**src/hw/rtl/vlrd_pkg.sv**
```systemverilog
// Shared types, constants and pattern tables for the vocoder link response deframer.
package vlrd_pkg;

  localparam int unsigned AUDIO_PAYLOAD_BYTES_DEF = 320;
  localparam int unsigned VOICE_PAYLOAD_BYTES_DEF = 48;

  localparam int unsigned STSP_LEN = 5;
  localparam int unsigned NAME_LEN = 14;

  // header and resync bytes
  localparam logic [7:0] HDR_AUDIO_0 = 8'h42;
  localparam logic [7:0] HDR_AUDIO_1 = 8'h81;
  localparam logic [7:0] HDR_VOICE_0 = 8'h32;
  localparam logic [7:0] HDR_VOICE_1 = 8'hA0;
  localparam logic [7:0] HDR_STSP_0  = 8'h05;
  localparam logic [7:0] HDR_NAME_0  = 8'h0E;
  localparam logic [7:0] HDR_NOP_0   = 8'h02;
  localparam logic [7:0] HDR_ZERO_1  = 8'h00;
  localparam logic [7:0] STSP_START  = 8'h01;
  localparam logic [7:0] STSP_STOP   = 8'h00;

  typedef enum logic [2:0] {
    KIND_AUDIO   = 3'd0,
    KIND_VOICE   = 3'd1,
    KIND_START   = 3'd2,
    KIND_STOP    = 3'd3,
    KIND_NAME    = 3'd4,
    KIND_NOP     = 3'd5,
    KIND_UNKNOWN = 3'd6,
    KIND_ERROR   = 3'd7
  } kind_t;

  typedef struct packed {
    kind_t       kind;
    logic [7:0]  data;
    logic [8:0]  index;
    logic        last;
  } result_t;

  function automatic logic [7:0] stsp_pat(input logic [2:0] pos);
    logic [7:0] v;
    case (pos)
      3'd0:    v = 8'h05;
      3'd1:    v = 8'h00;
      3'd2:    v = 8'h18;
      3'd3:    v = 8'h00;
      3'd4:    v = 8'h01;
      default: v = 8'h00;
    endcase
    return v;
  endfunction

  function automatic logic [7:0] name_pat(input logic [3:0] pos);
    logic [7:0] v;
    case (pos)
      4'd0:    v = 8'h0E;
      4'd1:    v = 8'h00;
      4'd2:    v = 8'h01;
      4'd3:    v = 8'h00;
      4'd4:    v = 8'h44;
      4'd5:    v = 8'h56;
      4'd6:    v = 8'h20;
      4'd7:    v = 8'h44;
      4'd8:    v = 8'h6F;
      4'd9:    v = 8'h6E;
      4'd10:   v = 8'h67;
      4'd11:   v = 8'h6C;
      4'd12:   v = 8'h65;
      4'd13:   v = 8'h00;
      default: v = 8'h00;
    endcase
    return v;
  endfunction

endpackage

```
**src/hw/rtl/vocoder_link_response_deframer_unit.sv**
```systemverilog
// Vocoder link response deframer: takes one received byte per cycle, sustained, and returns
// at most one result item per byte (audio/voice payload bytes with index and last mark, or one
// kind result per control frame). A byte is registered in the input register and then in
// the result register; the byte parse between them is combinational, and a new byte is taken
// while a finished result waits, so throughput is limited only by out_ready.
module vocoder_link_response_deframer_unit #(
  parameter int unsigned AUDIO_PAYLOAD_BYTES = vlrd_pkg::AUDIO_PAYLOAD_BYTES_DEF,
  parameter int unsigned VOICE_PAYLOAD_BYTES = vlrd_pkg::VOICE_PAYLOAD_BYTES_DEF
) (
  input  logic       clk,
  input  logic       rst_n,
  input  logic       in_valid,
  output logic       in_ready,
  input  logic [7:0] in_rx_byte,
  output logic       out_valid,
  input  logic       out_ready,
  output logic [2:0] out_frame_kind,
  output logic [7:0] out_payload_byte,
  output logic [8:0] out_payload_index,
  output logic       out_frame_last
);

  logic              byte_valid;
  logic [7:0]        byte_data;
  logic              step;
  logic              res_valid;
  vlrd_pkg::result_t res;

  assign step = byte_valid && (!out_valid || out_ready);

  vlrd_in_stage u_in (
    .clk        (clk),
    .rst_n      (rst_n),
    .in_valid   (in_valid),
    .in_ready   (in_ready),
    .in_rx_byte (in_rx_byte),
    .step       (step),
    .byte_valid (byte_valid),
    .byte_data  (byte_data)
  );

  vlrd_parser #(
    .AUDIO_PAYLOAD_BYTES (AUDIO_PAYLOAD_BYTES),
    .VOICE_PAYLOAD_BYTES (VOICE_PAYLOAD_BYTES)
  ) u_parser (
    .clk       (clk),
    .rst_n     (rst_n),
    .step      (step),
    .rx_byte   (byte_data),
    .res_valid (res_valid),
    .res       (res)
  );

  vlrd_out_stage u_out (
    .clk               (clk),
    .rst_n             (rst_n),
    .step              (step),
    .res_valid         (res_valid),
    .res               (res),
    .out_valid         (out_valid),
    .out_ready         (out_ready),
    .out_frame_kind    (out_frame_kind),
    .out_payload_byte  (out_payload_byte),
    .out_payload_index (out_payload_index),
    .out_frame_last    (out_frame_last)
  );

endmodule

```
**src/hw/rtl/vlrd_in_stage.sv**
```systemverilog
// Input register: holds one received byte until the parser takes it.
module vlrd_in_stage (
  input  logic       clk,
  input  logic       rst_n,
  input  logic       in_valid,
  output logic       in_ready,
  input  logic [7:0] in_rx_byte,
  input  logic       step,
  output logic       byte_valid,
  output logic [7:0] byte_data
);

  logic       valid_r;
  logic [7:0] data_r;

  assign in_ready   = !valid_r || step;
  assign byte_valid = valid_r;
  assign byte_data  = data_r;

  always_ff @(posedge clk) begin
    if (!rst_n) begin
      valid_r <= 1'b0;
    end else if (in_valid && in_ready) begin
      valid_r <= 1'b1;
    end else if (step) begin
      valid_r <= 1'b0;
    end
  end

  always_ff @(posedge clk) begin
    if (in_valid && in_ready) begin
      data_r <= in_rx_byte;
    end
  end

endmodule

```
**src/hw/rtl/vlrd_parser.sv**
```systemverilog
// Frame parser: header classification, payload counting and reply pattern checks.
module vlrd_parser #(
  parameter int unsigned AUDIO_PAYLOAD_BYTES = vlrd_pkg::AUDIO_PAYLOAD_BYTES_DEF,
  parameter int unsigned VOICE_PAYLOAD_BYTES = vlrd_pkg::VOICE_PAYLOAD_BYTES_DEF
) (
  input  logic              clk,
  input  logic              rst_n,
  input  logic              step,
  input  logic [7:0]        rx_byte,
  output logic              res_valid,
  output vlrd_pkg::result_t res
);

  localparam logic [9:0] AUDIO_TOTAL = 10'(AUDIO_PAYLOAD_BYTES);
  localparam logic [9:0] VOICE_TOTAL = 10'(VOICE_PAYLOAD_BYTES);
  localparam logic [8:0] STSP_FINAL  = 9'(vlrd_pkg::STSP_LEN - 1);
  localparam logic [8:0] NAME_FINAL  = 9'(vlrd_pkg::NAME_LEN - 1);
  localparam logic [8:0] NAME_END    = 9'(vlrd_pkg::NAME_LEN);
  localparam logic [8:0] BODY_START  = 9'd2;

  typedef enum logic [2:0] {
    PH_FIRST   = 3'd0,
    PH_SECOND  = 3'd1,
    PH_PAYLOAD = 3'd2,
    PH_STSP    = 3'd3,
    PH_NAME    = 3'd4
  } phase_t;

  phase_t     phase_r, phase_nxt;
  logic [7:0] hdr_r, hdr_nxt;
  logic       voice_r, voice_nxt;     // payload frame in progress is coded voice
  logic [8:0] cnt_r, cnt_nxt;
  logic       miss_r, miss_nxt;       // a compared reply byte differed

  logic [9:0] total;
  logic [9:0] idx_inc;
  logic       pay_last;
  logic       name_miss;

  assign total    = voice_r ? VOICE_TOTAL : AUDIO_TOTAL;
  assign idx_inc  = {1'b0, cnt_r} + 10'd1;
  assign pay_last = idx_inc >= total;
  assign name_miss = (cnt_r >= NAME_END) || (rx_byte != vlrd_pkg::name_pat(cnt_r[3:0]));

  always_comb begin
    phase_nxt = phase_r;
    hdr_nxt   = hdr_r;
    voice_nxt = voice_r;
    cnt_nxt   = cnt_r;
    miss_nxt  = miss_r;
    res_valid = 1'b0;
    res.kind  = vlrd_pkg::KIND_AUDIO;
    res.data  = 8'd0;
    res.index = 9'd0;
    res.last  = 1'b0;

    unique case (phase_r)
      PH_SECOND: begin
        if (hdr_r == vlrd_pkg::HDR_AUDIO_0 && rx_byte == vlrd_pkg::HDR_AUDIO_1) begin
          phase_nxt = PH_PAYLOAD;
          voice_nxt = 1'b0;
          cnt_nxt   = 9'd0;
        end else if (hdr_r == vlrd_pkg::HDR_VOICE_0 && rx_byte == vlrd_pkg::HDR_VOICE_1) begin
          phase_nxt = PH_PAYLOAD;
          voice_nxt = 1'b1;
          cnt_nxt   = 9'd0;
        end else if (hdr_r == vlrd_pkg::HDR_STSP_0 && rx_byte == vlrd_pkg::HDR_ZERO_1) begin
          phase_nxt = PH_STSP;
          cnt_nxt   = BODY_START;
          miss_nxt  = 1'b0;
        end else if (hdr_r == vlrd_pkg::HDR_NAME_0 && rx_byte == vlrd_pkg::HDR_ZERO_1) begin
          phase_nxt = PH_NAME;
          cnt_nxt   = BODY_START;
          miss_nxt  = 1'b0;
        end else begin
          phase_nxt = PH_FIRST;
          res_valid = 1'b1;
          res.last  = 1'b1;
          res.kind  = (hdr_r == vlrd_pkg::HDR_NOP_0 && rx_byte == vlrd_pkg::HDR_ZERO_1)
                      ? vlrd_pkg::KIND_NOP : vlrd_pkg::KIND_UNKNOWN;
        end
      end
      PH_PAYLOAD: begin
        res_valid = 1'b1;
        res.kind  = voice_r ? vlrd_pkg::KIND_VOICE : vlrd_pkg::KIND_AUDIO;
        res.data  = rx_byte;
        res.index = cnt_r;
        res.last  = pay_last;
        if (pay_last) begin
          phase_nxt = PH_FIRST;
          cnt_nxt   = 9'd0;
        end else begin
          cnt_nxt   = idx_inc[8:0];
        end
      end
      PH_STSP: begin
        if (cnt_r < STSP_FINAL) begin
          if (rx_byte != vlrd_pkg::stsp_pat(cnt_r[2:0])) begin
            miss_nxt = 1'b1;
          end
          cnt_nxt = idx_inc[8:0];
        end else begin
          phase_nxt = PH_FIRST;
          cnt_nxt   = 9'd0;
          miss_nxt  = 1'b0;
          res_valid = 1'b1;
          res.last  = 1'b1;
          if (!miss_r && rx_byte == vlrd_pkg::STSP_START) begin
            res.kind = vlrd_pkg::KIND_START;
          end else if (!miss_r && rx_byte == vlrd_pkg::STSP_STOP) begin
            res.kind = vlrd_pkg::KIND_STOP;
          end else begin
            res.kind = vlrd_pkg::KIND_ERROR;
          end
        end
      end
      PH_NAME: begin
        if (cnt_r < NAME_FINAL) begin
          miss_nxt = miss_r || name_miss;
          cnt_nxt  = idx_inc[8:0];
        end else begin
          phase_nxt = PH_FIRST;
          cnt_nxt   = 9'd0;
          miss_nxt  = 1'b0;
          res_valid = 1'b1;
          res.last  = 1'b1;
          res.kind  = (miss_r || name_miss) ? vlrd_pkg::KIND_ERROR : vlrd_pkg::KIND_NAME;
        end
      end
      default: begin
        // first header byte; a lone A0 or 81 resyncs straight into a payload
        if (rx_byte == vlrd_pkg::HDR_VOICE_1) begin
          phase_nxt = PH_PAYLOAD;
          voice_nxt = 1'b1;
          cnt_nxt   = 9'd0;
        end else if (rx_byte == vlrd_pkg::HDR_AUDIO_1) begin
          phase_nxt = PH_PAYLOAD;
          voice_nxt = 1'b0;
          cnt_nxt   = 9'd0;
        end else begin
          hdr_nxt   = rx_byte;
          phase_nxt = PH_SECOND;
        end
      end
    endcase
  end

  always_ff @(posedge clk) begin
    if (!rst_n) begin
      phase_r <= PH_FIRST;
      hdr_r   <= 8'd0;
      voice_r <= 1'b0;
      cnt_r   <= 9'd0;
      miss_r  <= 1'b0;
    end else if (step) begin
      phase_r <= phase_nxt;
      hdr_r   <= hdr_nxt;
      voice_r <= voice_nxt;
      cnt_r   <= cnt_nxt;
      miss_r  <= miss_nxt;
    end
  end

endmodule

```
**src/hw/rtl/vlrd_out_stage.sv**
```systemverilog
// Result register: holds one result item until the consumer takes it.
module vlrd_out_stage (
  input  logic              clk,
  input  logic              rst_n,
  input  logic              step,
  input  logic              res_valid,
  input  vlrd_pkg::result_t res,
  output logic              out_valid,
  input  logic              out_ready,
  output logic [2:0]        out_frame_kind,
  output logic [7:0]        out_payload_byte,
  output logic [8:0]        out_payload_index,
  output logic              out_frame_last
);

  logic              valid_r;
  vlrd_pkg::result_t res_r;

  assign out_valid         = valid_r;
  assign out_frame_kind    = res_r.kind;
  assign out_payload_byte  = res_r.data;
  assign out_payload_index = res_r.index;
  assign out_frame_last    = res_r.last;

  // step only fires when this register is empty or being drained
  always_ff @(posedge clk) begin
    if (!rst_n) begin
      valid_r <= 1'b0;
    end else if (step) begin
      valid_r <= res_valid;
    end else if (out_ready) begin
      valid_r <= 1'b0;
    end
  end

  always_ff @(posedge clk) begin
    if (step && res_valid) begin
      res_r <= res;
    end
  end

endmodule

```
**config.mk**
```make
export PLATFORM = sky130hd
export DESIGN_NAME = vocoder_link_response_deframer_unit
export DESIGN_NICKNAME = d
export VERILOG_FILES = /design/src/hw/rtl/vlrd_pkg.sv /design/src/hw/rtl/vocoder_link_response_deframer_unit.sv /design/src/hw/rtl/vlrd_in_stage.sv /design/src/hw/rtl/vlrd_parser.sv /design/src/hw/rtl/vlrd_out_stage.sv
export SDC_FILE = /design/constraint.sdc
export NUM_CORES = 1
export LEC_CHECK = 0
export BUFFER_PORTS_ARGS = -buffer_cell sky130_fd_sc_hd__buf_4
export CELL_PAD_IN_SITES_DETAIL_PLACEMENT = 2
export CELL_PAD_IN_SITES_GLOBAL_PLACEMENT = 2
export CORE_MARGIN = 4
export CORE_UTILIZATION = 34
export DETAILED_ROUTE_END_ITERATION = 16
export PLACE_DENSITY_LB_ADDON = 0.05
export SYNTH_ARGS = -nofsm -noshare
export SYNTH_HDL_FRONTEND = slang
export SYNTH_SLANG_ARGS = --single-unit
```
**constraint.sdc**
```tcl
create_clock -name clk -period 3.2 [get_ports clk]
set_input_delay 0 -clock clk [delete_from_list [all_inputs] [get_ports clk]]
set_output_delay 0 -clock clk [all_outputs]
set_load 0.05 [all_outputs]
```
[Word-level counts from Yosys, hierarchy flattened]
Memories as Yosys holds them, arrays and structs flattened. A register that Yosys moved wholly into a read port is not among the register bits.
Index checks and enable logic that the tools add are counted.
Word-level totals
  register bits after elaboration: 53
  bits in latches: 0
  bits in writable memories: 0
  bits in read-only memories: 112
  output and inout port bits: 23
  word-level logic and storage cells: 141
  memories kept: 1
Cells by class
  add/sub/neg operators: 1
  $mul: 0
  div/mod/pow operators: 0
  $lt $le $gt $ge: 4
  equal/unequal tests: 25
  shifts and indexed selects: 0
  mux-type cells: 63
  bitwise logic cells: 4
  reduce and logical (&&, ||, !) cells: 31
Memories
  (no name shown): words 16, width 7, rd ports 1, clocked after memory_dff 1, wr ports 0, line vlrd_pkg.sv:55  | case (pos)
Operators by type and width (count)
  $mux 9: 10
  $mux 3: 16
  $pmux 9 s4: 1
  $pmux 3 s4: 2
  $mux 1: 22
  $eq 8x8->1 const B: 2
  $mux 8: 2
  $ne 8x8->1: 2
  $pmux 5 s3: 1
  $reduce_and 4->1: 3
  $add 9x1->10 const B: 1
  $ge 10x10->1: 1
  $logic_and 1x1->1: 10
  $eq 3x2->1 const B: 3
  $ge 9x4->1 const B: 1
  $lt 9x3->1 const B: 1
  $lt 9x4->1 const B: 1
  $eq 8x1->1 const B: 1
  $eq 8x2->1 const B: 1
  $eq 8x3->1 const B: 1
  $eq 8x4->1 const B: 1
  $eq 8x6->1 const B: 1
  $eq 8x7->1 const B: 1
  $logic_not 8->1: 1
  23 further kinds: 42

[Longest topological paths before layout]
Gate-level depths: netlist of the first run.
  depth after elaboration: 9
  depth in mapped cells: 13
  mapped depth without buffers: 12

[By module]
Synthesis of the first run repeated with hierarchy kept, for this count alone.
Second synthesis, totals
  cells, all modules: 313
  area, all modules: 3195.6 um2
By module, submodules not included
  vlrd_parser: instances 1, cells each 273, area each 2212.1 um2, seq. area each 580.6 um2
  vlrd_out_stage: instances 1, cells each 25, area each 674.4 um2, seq. area each 650.6 um2
  vlrd_in_stage: instances 1, cells each 13, area each 297.8 um2, seq. area each 260.2 um2
  vocoder_link_response_deframer_unit: instances 1, cells each 2, area each 11.3 um2, seq. area each 0.0 um2

[Least setup slack after synthesis of the first run]
OpenSTA, ideal clock, no wires.
  kind: register -> register
  start point: register u_parser.cnt_r[1]
  end point: register with a tool-made name
  library setup time: 0.127 ns
  data arrival time: 3.031 ns
  path slack: 0.041 ns
  cell stages (with the launch flop): 14
  buffers on the path: 1
  cell sequence: dfxtp_1 buf_2 inv_2 nor3_1 xor2_1 ha_1 nand2b_1 a21oi_1 a311oi_1 nand4_2 a211oi_2 a221o_2 a21boi_4 o32ai_2
RTL lines
  from (decl): line vlrd_parser.sv:32  | logic [8:0] cnt_r, cnt_nxt;
  from (signal assigned): line vlrd_parser.sv:159  | cnt_r <= cnt_nxt;

==> results.txt, run 1 <==
The run finished with clean final reports. The most common cell in the synthesized netlist is sky130_fd_sc_hd__dfxtp_1. The number of DRC violations after detailed-routing iteration 0 came out at 128.

Traced cell by cell, the critical path runs through and3_4, nand4_1, xnor2_2, ha_1, nand2_1, a21oi_1, a311oi_2, nand4_2, a211o_4, a2bb2oi_2, maj3_1, o221ai_1. The normalized max-slew margin is 0.375. At the worst endpoint, the required time is 3.46 ns. The post-synthesis average cell area came out at 9.85 um2.

The number of warnings issued by yosys came out at 0. By area the synthesized netlist is led by sky130_fd_sc_hd__edfxtp_1 (26%), sky130_fd_sc_hd__dfxtp_1 (19%), sky130_fd_sc_hd__and2_1 (4.0%). The final critical-path share of the clock period came out at 0.954.

The worst reg2reg path depth is 12. The number of different library cells in the post-synthesis netlist is 73. After synthesis, the most frequently instantiated cells are sky130_fd_sc_hd__dfxtp_1 (31), sky130_fd_sc_hd__nand2_1 (30), sky130_fd_sc_hd__edfxtp_1 (29).

Grouping stages by cell kind, the critical path spends the most delay in compound AO/OA/AOI/OAI gates. Once layout is complete, the utilization of the core stands at 0.455. The minimum clock period came out at 3.05 ns. The actual transition at the worst max-transition pin came out at 0.937 ns.

The number of buffers inserted to repair setup after CTS is 0. The total clock buffers created by CTS is 9. The total iterations of the first detailed-routing run came out at 4. The sum of buffers and inverters on the critical path came out at 0. The worst hold path depth is 2. The worst reg-to-reg setup slack is 0.15 ns. The overall die width came out at 107 um. The proportion of synthesized chip area in sequential cells came out at 0.452. In this run the power spent charging and discharging nets is 0.459 mW.

The die is 107 um tall. The path class of the tightest hold or removal check is in2reg. The number of hold violations in the final report is 0. For the final database, setup skew stands at 0.0105 ns. The final-layout setup total negative slack is 0 ns. The routed wire length came out at 10.2 mm. The post-detailed-route via-to-cell ratio came out at 5.32. The total overflow left after global routing is 0. In this run the most critical hold path is launched from in_rx_byte[2]. The delay of the slowest cell on the worst path is 0.42 ns. The final critical-path setup slack came out at 0.146 ns. The max-capacitance violation count is 0. Of the cells placed in the final design, the portion with a size suffix greater than 1 is 0.290.

The prevailing post-synth register cell is sky130_fd_sc_hd__dfxtp_1. Setup repair after global routing left no endpoint under its margin. The die area is 11300 um2. The number of clock sinks came out at 60. Detailed routing inserted a total of 2868 vias.

Hold timing on the final database bottoms out at a slack of 0.365 ns. TritonCTS built the clock tree. The first global-routing pass estimated 16.7 mm of wire. The number of instances in the synthesized netlist came out at 335.

The worst hold path terminates at u_in.byte_data[2]. Relative to the synthesized area, the layout overhead comes to 28.7%. The core box area came out at 9330 um2. The clock edge transition at the registers on the reported setup and hold paths is 0.07 ns. The number of register bits inferred by synthesis is 60.

The final setup violation count is 0. The share of total power in combinational logic came out at 0.118. The cell area after synthesis is 3300 um2. The per-cell routed wire length is 19.0 um. The worst setup path is captured at a register.

The highest fanout seen on the critical path came out at 4. Of the post-synthesis cell area, the dominant cell type holds 0.264. The startpoint identified for the worst register-to-register timing path is u_parser.cnt_r[7]. On the critical path, the stage with the largest delay is an instance of sky130_fd_sc_hd__a211o_4. Detailed placement finished with a half-perimeter wire length of 7.57 mm. The class of the most critical setup path is reg2reg.

The count of placed standard cells in the final layout, fillers left out came out at 539. The initial antenna violation count is 0. The maximum clock frequency is 0.327 GHz.

The instance count after placement with tap cells included came out at 511. The antenna cell count came out at 0. The number of ports placed on the die boundary is 35. The final routed DRC violation total is 0. The clock power share came out at 0.411.

The clock tree synthesis step divided the H-tree into 3 levels. The analysis attributes to cell leakage a power of 1.56 nW. Entering global routing, the biggest net connects 25 pins.

The net total in the final layout is 425. Across every metal layer, demand over resource in global routing totals 0.190. The placer congestion estimate came out at 0.812. The register share of total power came out at 0.471.

The cell sitting at the root of the clock tree is a sky130_fd_sc_hd__clkbuf_8. The initial core utilization came out at 0.354. The net count after synthesis is 355. The number of nets with antenna violations after detailed routing is 0. The data arrival time of the worst path came out at 3.31 ns. The pre-CTS setup slack is -0.0275 ns. The fraction of registers with async set/reset is 0.

The floorplan has 35 rows. The number of enable flip-flop cells after synthesis came out at 29. The deepest clock path buffer count came out at 2.

Power spread over the standard cell area amounts to 425 nW/um2. The total internal power came out at 1.35 mW. The largest vdd supply drop came out at 0.000236 V. The largest total area in the synthesized netlist belongs to sky130_fd_sc_hd__edfxtp_1. The critical path startpoint category is a register. The final max-slew violation count is 0. The proportion of total power due to net switching came out at 0.254. The number of global-route vias before repair was 3076. The clock insertion delay at the later pin of the skew report came out at 0.34 ns. The number of input and output port buffers inserted is 34.
[power by group through the flow]
stage	sequential, mW	combinational [mW]	clock (mW)
floorplan	0.897	0.0931	0
global placement	0.866	0.196	0
detailed placement	0.867	0.199	0
CTS	0.850	0.211	0.755
global route	0.854	0.230	0.788
finish	0.850	0.213	0.742
[through the flow]
| stage | cell area [um2] | power (mW) |
|---|---|---|
| 2_1_floorplan | 3300 | 0.990 |
| 3_3_place_gp | 3850 | 1.06 |
| 3_5_place_dp | 3850 | 1.07 |
| 4_1_cts | 4180 | 1.82 |
| 5_1_grt | 4250 | 1.87 |
| 6_report | 4250 | 1.80 |
[final cells by class]
type | count | area [um2]
clock buffers | 11 | 131
clock inverters | 5 | 76.3
fillers | 988 | 5080
inverters | 9 | 33.8
multi-input cells | 248 | 1730
flip-flops and latches | 60 | 1500
well taps | 129 | 161
repair buffers | 77 | 621
[worst max-delay path by stage]
stage | start | end | slack [ns] | cells past startpoint
after floorplan | u_parser.cnt_r[1] | register | 0.04 | 13
after global routing | u_parser.cnt_r[7] | register | 0.002 | 12
final | u_parser.cnt_r[7] | register | 0.15 | 12
after CTS | u_parser.cnt_r[0] | register | 0.01 | 12
after detailed placement | u_parser.cnt_r[0] | register | -0.03 | 12
after global placement | u_parser.cnt_r[0] | register | 0.16 | 12
[kinds of logic (layout without fill, tap and decap cells)]
group                      Yosys count  count (layout)  share of synthesized area
xor gates and xnor gates            15              15                     0.0398
DFF                                 60              60                      0.452
muxes                                4               4                     0.0159
buffers and inverters               27             102                     0.0478
AOI/OAI and AO/OA                   77              77                      0.169
adders and majority gates            9               9                     0.0334
and+or+nand+nor                    143             143                      0.243
[per-layer routing]
metal / global-route usage / vias up / part of all wire
li1: - / 1353 / -
met1: 0.259 / 1438 / 0.48
met2: 0.313 / 65 / 0.47
met3: 0.0279 / 12 / 0.033
met4: 0.0584 / 0 / 0.015
met5: 0 / - / 0
[worst register-to-register path: cells and delay by family, from the launching register on]
family / cells / cell delay, ns
AOI/OAI and AO/OA: 5 / 1.07
and+or+nand+nor: 4 / 0.70
adders and majority gates: 2 / 0.67
DFF: 1 / 0.36
xor gates and xnor gates: 1 / 0.18
[cell usage in the layout, fill, tap and decap left out, types with 7 or more instances in the layout]
master / instances
sky130_fd_sc_hd__buf_4: 64
sky130_fd_sc_hd__nand2_1: 30
sky130_fd_sc_hd__edfxtp_1: 29
sky130_fd_sc_hd__dfxtp_1: 27
sky130_fd_sc_hd__nor2_1: 23
sky130_fd_sc_hd__a21oi_1: 22
sky130_fd_sc_hd__and2_1: 20
sky130_fd_sc_hd__nand3_1: 15
sky130_fd_sc_hd__o21ai_0: 13
sky130_fd_sc_hd__dlygate4sd3_1: 12
sky130_fd_sc_hd__clkbuf_8: 9
sky130_fd_sc_hd__xnor2_1: 8
sky130_fd_sc_hd__inv_1: 7
sky130_fd_sc_hd__ha_1: 7
[timing repair]
action                                  in CTS  in global routing
pin swaps                                    0                  5
endpoints found under the hold margin       16                  0
hold buffers                                12                  0
resized for setup                            1                 15
endpoints found under the setup margin       5                  9
Power figures use the tool's default switching activity.
==> inputs of run 2 (changes only) <==
Settings changed: ABC_AREA from default to 1, CORE_UTILIZATION 34 to 31, SYNTH_HIERARCHICAL from default to 1.
==> run 2 against run 1 <==
  * Clock-buffer cell count stayed put
  * Sequential share of layout area is 2.0 points higher
  * Fmax increased by 8.9%
  * Flip-flop and latch count stayed put
  * Final cell count rose by 13%
  * Utilization is 6.5 points lower
==> results.txt, run 2 <==
The y dimension of the die came out at 110 um. The number of vias after detailed routing is 2971. Max-cap violations in this run came to 0. For this configuration, the core starts out at a cell density of 0.316. The most used flip-flop cell after synthesis is sky130_fd_sc_hd__dfxtp_1. The global router's overall resource usage came out at 0.180. The actual transition at the worst max-transition pin came out at 0.756 ns.

The endpoint type of the worst setup path is a register. The later pin in the worst-skew pair is clocked with a latency of 0.34 ns. The final routed DRC violation total is 0. In the synthesized netlist, the cells that appear most often are sky130_fd_sc_hd__nand2_1 (84), sky130_fd_sc_hd__nor2_1 (55), sky130_fd_sc_hd__inv_1 (54). After floorplanning, the core was divided into 37 placement rows. Leaving out fill and tap cells, the most frequent cell in the layout is sky130_fd_sc_hd__nand2_1. The final cell utilization of the core is 0.390. The path class of the lowest-slack min-delay path is in2reg. Across the VDD grid, the largest voltage drop is 0.000195 V.

Of the post-synthesis cell area, the dominant cell type holds 0.268. The final max-slew violation count came out at 0. Yosys instantiated no cell more often than sky130_fd_sc_hd__nand2_1.

The static leakage came out at 1.70 nW. The minimum clock period came out at 2.80 ns. sky130_fd_sc_hd__edfxtp_1 takes more of the synthesized area than any other cell.

The total iterations of the first detailed-routing run is 4. Sorting the synthesized cells by area gives the leading types as sky130_fd_sc_hd__edfxtp_1 (27%), sky130_fd_sc_hd__dfxtp_1 (19%), sky130_fd_sc_hd__nand2_1 (9.7%). The top cell types in the final layout, fill and taps aside, are sky130_fd_sc_hd__nand2_1 (84), sky130_fd_sc_hd__nor2_1 (55), sky130_fd_sc_hd__inv_1 (54).

The core box area came out at 10300 um2. The first global-routing pass estimated 17.5 mm of wire. In this run the worst path has a maximum fanout of 6.

The initial antenna violation count is 0. The root buffer cell chosen for the clock tree is sky130_fd_sc_hd__clkbuf_8. The die area came out at 12200 um2.

In the routed layout, each cell is associated on average with a via count of 4.89. The number of ports placed on the die boundary came out at 35. The number of clock sinks is 60. The clock tree from TritonCTS is done. The share of post-route cells with drive strength above 1 came out at 0.223. The critical path is of the reg2reg type. The die is 110 um wide. The instance count after placement with tap cells included came out at 581. The net total in the final layout is 486. The cell area after synthesis came out at 3250 um2.

The fraction of registers with async set/reset is 0. In the finished design, the share of the clock period the worst path needs comes to 0.876. The number of instances in the synthesized netlist is 408. The routed wire length is 10.6 mm. For this run, the number of Yosys warnings is 6. The total clock buffers created by CTS came out at 9. The maximum clock frequency came out at 0.357 GHz. Setup repair after global routing left no endpoint under its margin. The worst hold slack is 0.0229 ns. The sum of overflow across all layers after global routing came out at 0.

The pre-CTS setup slack came out at 0.314 ns. The post-placement cell area came out at 3710 um2. STA puts the critical path data required time at 3.42 ns. The final-layout setup total negative slack is 0 ns. After synthesis the netlist holds a flip-flop and latch count of 60. The number of hold violations in the final report came out at 0. The normalized max-slew margin is 0.496. The clock edge transition at the registers on the reported setup and hold paths came out at 0.07 ns. The number of input and output port buffers inserted is 34.

The proportion of synthesized chip area in sequential cells is 0.459. The final instance area is 4010 um2. The number of global-route vias before repair came out at 3264.

The power density over cell area is 483 nW/um2. The antenna cell count came out at 0. In this run the mean area of a mapped cell was 7.97 um2. Setup slack closes at 0.397 ns. Data on the critical path arrives at its endpoint at 3.02 ns. The deepest clock path buffer count came out at 2. The number of levels in the clock H-tree is 3. The run finished with clean final reports.

The critical path startpoint category is a register. Entering global routing, the biggest net connects 19 pins. The number of nets with antenna violations after detailed routing came out at 0. The half-perimeter wire length after detailed placement came out at 8.17 mm. The number of buffers inserted to repair setup after CTS came out at 0.

The fill cell instance count of the final layout came out at 1217. In this run the register-to-register setup slack is 0.40 ns. The number of enable flip-flop cells after synthesis came out at 29.

From synthesis to final layout, the design area changed by 23.4%. The number of DRC violations after detailed-routing iteration 0 is 93. The final setup violation count came out at 0. The worst clock skew on the final layout is 0.0150 ns. The net count after synthesis is 428. The total power draw is 1.94 mW. The per-cell routed wire length came out at 17.4 um. The number of different library cells in the post-synthesis netlist came out at 43. The count of placed standard cells in the final layout, fillers left out came out at 607. The placer congestion estimate is 0.787.
[run 2: cell types whose count changed in the layout (fill, tap and decap cells not counted), sizes merged, moves of 4 or more]
cell	before	now
nand2	31	97
nand2b	4	0
and2	24	0
nand3	16	27
nor2	24	65
buf	65	40
mux2i	4	0
xor2	6	2
xnor2	9	1
inv	9	64
and3	4	0
[run 2: path summary, 6_finish.rpt]
| kind | depth (start not counted) | startpoint | endpoint |
|---|---|---|---|
| min reg2reg | 2 | u_parser/miss_r | u_parser/miss_r |
| max reg2reg | 21 | u_parser/cnt_r[0] | register |
| max | 21 | u_parser/cnt_r[0] | register |
| min | 3 | rst_n | u_out/out_valid |
[run 2: layer usage]
metal,global-route usage,vias to the layer above,share of wire
met2,0.299,28,0.49
met4,0.0468,0,0.016
met5,0,-,0
li1,-,1454,-
met3,0.0340,13,0.020
met1,0.240,1476,0.48
[run 2: layout make-up]
class / count / area, um2 / share of cell area
clock buffer: 11 / 141 / 0.0353
inverter: 65 / 246 / 0.0615
multi-input combinational: 280 / 1510 / 0.376
clock inverter: 5 / 52.6 / 0.0131
timing repair buffer: 50 / 400 / 0.0998
sequential: 60 / 1490 / 0.372
tap: 136 / 170 / 0.0424
[run 2: critical path, cell delays in order, from the launching register on]
cell                       delay [ns]
sky130_fd_sc_hd__dfxtp_2         0.35
sky130_fd_sc_hd__ha_1            0.21
sky130_fd_sc_hd__nand2_1         0.09
sky130_fd_sc_hd__nor2_1          0.05
sky130_fd_sc_hd__inv_1           0.12
sky130_fd_sc_hd__nor2_1          0.09
sky130_fd_sc_hd__a211oi_1        0.35
sky130_fd_sc_hd__ha_1            0.31
sky130_fd_sc_hd__nand2_1         0.06
sky130_fd_sc_hd__inv_1           0.03
sky130_fd_sc_hd__nand2_1         0.06
sky130_fd_sc_hd__nor2_1          0.04
sky130_fd_sc_hd__nand2_1         0.10
sky130_fd_sc_hd__nand4_2         0.11
sky130_fd_sc_hd__nand2_2         0.11
sky130_fd_sc_hd__nand3_1         0.08
sky130_fd_sc_hd__nand2_1         0.09
sky130_fd_sc_hd__nand2_1         0.12
sky130_fd_sc_hd__nand2_1         0.09
sky130_fd_sc_hd__inv_1           0.05
sky130_fd_sc_hd__nand2_1         0.09
sky130_fd_sc_hd__nand3_1         0.08
[run 2: timing repair]
item,CTS,global route
hold buffers,10,0
resized for setup,0,2
setup endpoints to repair,0,6
endpoints found under the hold margin,10,0
[run 2: kinds of logic after synthesis]
group / count (synthesis) / share of synthesized area
fa+ha+maj: 8 / 0.0308
xor+xnor: 3 / 0.00808
compound gates: 63 / 0.120
simple gates: 206 / 0.303
buf+inv: 68 / 0.0797
flops: 60 / 0.459
[run 2: power by group]
part	switching [mW]	internal, mW	total (mW)
Combinational	0.246	0.104	0.350
Sequential	0.0359	0.856	0.892
Clock	0.316	0.377	0.693
==> inputs of run 3 (changes only) <==
Settings changed: MAX_ROUTING_LAYER from default to met4.
==> run 3 against run 2 <==
  * Critical path depth is the same
  * Die area is the same
  * Hold slack lost 0.0011 ns
  * Clock skew is essentially flat
  * Sequential share of layout area is the same
  * Non-clock buffer count is the same
  * Global-route usage grew 0.51 points
  * Highest routed layer unchanged
  * Power is essentially flat
  * Combinational power is essentially flat
  * Fmax is essentially flat
==> results.txt, run 3 (same netlist as run 2, synthesis figures left out) <==
The worst reg-to-reg setup slack came out at 0.40 ns. The die area is 12200 um2. The final cell utilization of the core is 0.390. The global router's overall resource usage is 0.185. Relative to the synthesized area, the layout overhead comes to 23.4%. The number of global-route vias before repair was 3261. The final setup violation count came out at 0. The number of ports placed on the die boundary is 35. The worst setup path is captured at a register. The sum of overflow across all layers after global routing came out at 0. The antenna cell count came out at 0. The total power draw is 1.94 mW.

The class of the most critical setup path is reg2reg. The clock edge transition at the registers on the reported setup and hold paths came out at 0.07 ns. The y dimension of the die is 110 um.

The minimum clock period is 2.80 ns. VDD sags by at most 0.000195 V. Entering global routing, the biggest net connects 19 pins. In the layout the commonest cells are sky130_fd_sc_hd__nand2_1 (84), sky130_fd_sc_hd__nor2_1 (55), sky130_fd_sc_hd__inv_1 (54).

The final critical-path setup slack is 0.396 ns. The post-placement cell area came out at 3710 um2. The net total in the final layout came out at 486.

The worst clock skew on the final layout is 0.0154 ns. The final max-slew violation count is 0. The path class of the lowest-slack min-delay path is in2reg.

The post-detailed-route via-to-cell ratio came out at 4.92. The deepest clock path buffer count came out at 2. In this run the most critical hold path is launched from rst_n.

The initial antenna violation count is 0. The share of post-route cells with drive strength above 1 is 0.223. Wires add up to 10.6 mm. The pre-CTS setup slack came out at 0.314 ns. The worst pin sits at a relative slew slack of 0.492.

The total clock buffers created by CTS came out at 9. The leading cell type in the layout, fill and taps excluded is sky130_fd_sc_hd__nand2_1. The number of hold violations in the final report came out at 0. Across all layers, the routed design uses 2985 vias. The root buffer cell chosen for the clock tree is sky130_fd_sc_hd__clkbuf_8.

The number of levels in the clock H-tree is 3. Tracing the worst setup path back leads to its startpoint at u_parser/cnt_r[0]. Before antenna repair, the detailed router went through 4 iterations.

The data required time at the worst endpoint came out at 3.42 ns. The number of nets with antenna violations after detailed routing came out at 0. The critical path startpoint category is a register. The flow ran to the end, and the final reports show no timing, DRC or antenna violations. The number of clock sinks is 60. The actual transition at the worst max-transition pin is 0.762 ns. The maximum clock frequency is 0.357 GHz. The clock insertion delay at the later pin of the skew report came out at 0.34 ns.

The final routed DRC violation total came out at 0. The final instance area is 4010 um2. Measured along the x axis, the die boundary spans 110 um. In this run the core area contains 37 standard-cell rows. The initial core utilization came out at 0.316.

The power density over cell area is 483 nW/um2. The data arrival time of the worst path came out at 3.02 ns. The clock tree from TritonCTS is done.

The core box area is 10300 um2. The number of input and output port buffers inserted came out at 34. The static leakage came out at 1.70 nW. The number of DRC violations after detailed-routing iteration 0 is 89. In this run the critical register-to-register path is launched from u_parser/cnt_r[0].

Of all nets on the critical path, the largest fanout is 6. The max-capacitance violation count came out at 0. The half-perimeter wire length after detailed placement is 8.17 mm.

The placer congestion estimate is 0.798. The per-cell routed wire length is 17.4 um. The final critical-path share of the clock period is 0.876. The first global-routing pass estimated 17.5 mm of wire.
run 3: cell counts in the layout (fill, tap and decap cells not counted):
Identical to the previous run, type by type.
run 3: area by class of cell:
type	instances	area [um2]
fillers	1217	6270
inverters	65	246
repair buffers	50	400
multi-input cells	280	1510
clock buffers	11	141
well taps	136	170
clock inverters	5	52.6
flip-flops and latches	60	1490
run 3: final timing paths:
| kind | end | cells after the start |
|---|---|---|
| setup / recovery | register | 21 |
| setup reg to reg | register | 21 |
| hold / removal | u_out/out_valid | 3 |
| hold reg to reg | u_parser/miss_r | 2 |
run 3: what timing repair did:
item / in CTS / in global routing
setup buffers: 0 / 0
endpoints found under the setup margin: 0 / 6
endpoints found under the hold margin: 10 / 0
hold buffers: 10 / 0
resized for setup: 0 / 2
run 3: critical path, stage by stage, from the launching register on:
cell and delay, ns:
sky130_fd_sc_hd__dfxtp_2 0.35, sky130_fd_sc_hd__ha_1 0.21, sky130_fd_sc_hd__nand2_1 0.09, sky130_fd_sc_hd__nor2_1 0.05
sky130_fd_sc_hd__inv_1 0.12, sky130_fd_sc_hd__nor2_1 0.09, sky130_fd_sc_hd__a211oi_1 0.35, sky130_fd_sc_hd__ha_1 0.31
sky130_fd_sc_hd__nand2_1 0.06, sky130_fd_sc_hd__inv_1 0.03, sky130_fd_sc_hd__nand2_1 0.06, sky130_fd_sc_hd__nor2_1 0.04
sky130_fd_sc_hd__nand2_1 0.10, sky130_fd_sc_hd__nand4_2 0.11, sky130_fd_sc_hd__nand2_2 0.11, sky130_fd_sc_hd__nand3_1 0.08
sky130_fd_sc_hd__nand2_1 0.09, sky130_fd_sc_hd__nand2_1 0.12, sky130_fd_sc_hd__nand2_1 0.09, sky130_fd_sc_hd__inv_1 0.05
sky130_fd_sc_hd__nand2_1 0.09, sky130_fd_sc_hd__nand3_1 0.08
run 3: through the flow:
stage                     std cells  TNS (ns)  hold WS (ns)
after detailed placement        581         0         0.179
after global placement          581         0         0.179
after CTS                       607         0       0.00911
final                           607         0        0.0218
after global routing            607  -0.00341        0.0173
after floorplan                 408         0        0.0989
run 3: where the power goes:
part | switching (mW) | total [mW] | internal (mW)
registers | 0.0358 | 0.892 | 0.856
clock network | 0.316 | 0.693 | 0.377
logic | 0.247 | 0.351 | 0.104
total | 0.599 | 1.94 | 1.34
run 3: routing by layer:
metal / track usage / part of all wire / wire, um
met3: 0.0340 / 0.021 / 224
met4: 0.0468 / 0.015 / 164
met2: 0.299 / 0.49 / 5130
met1: 0.240 / 0.48 / 5060
met5: - / 0 / 0
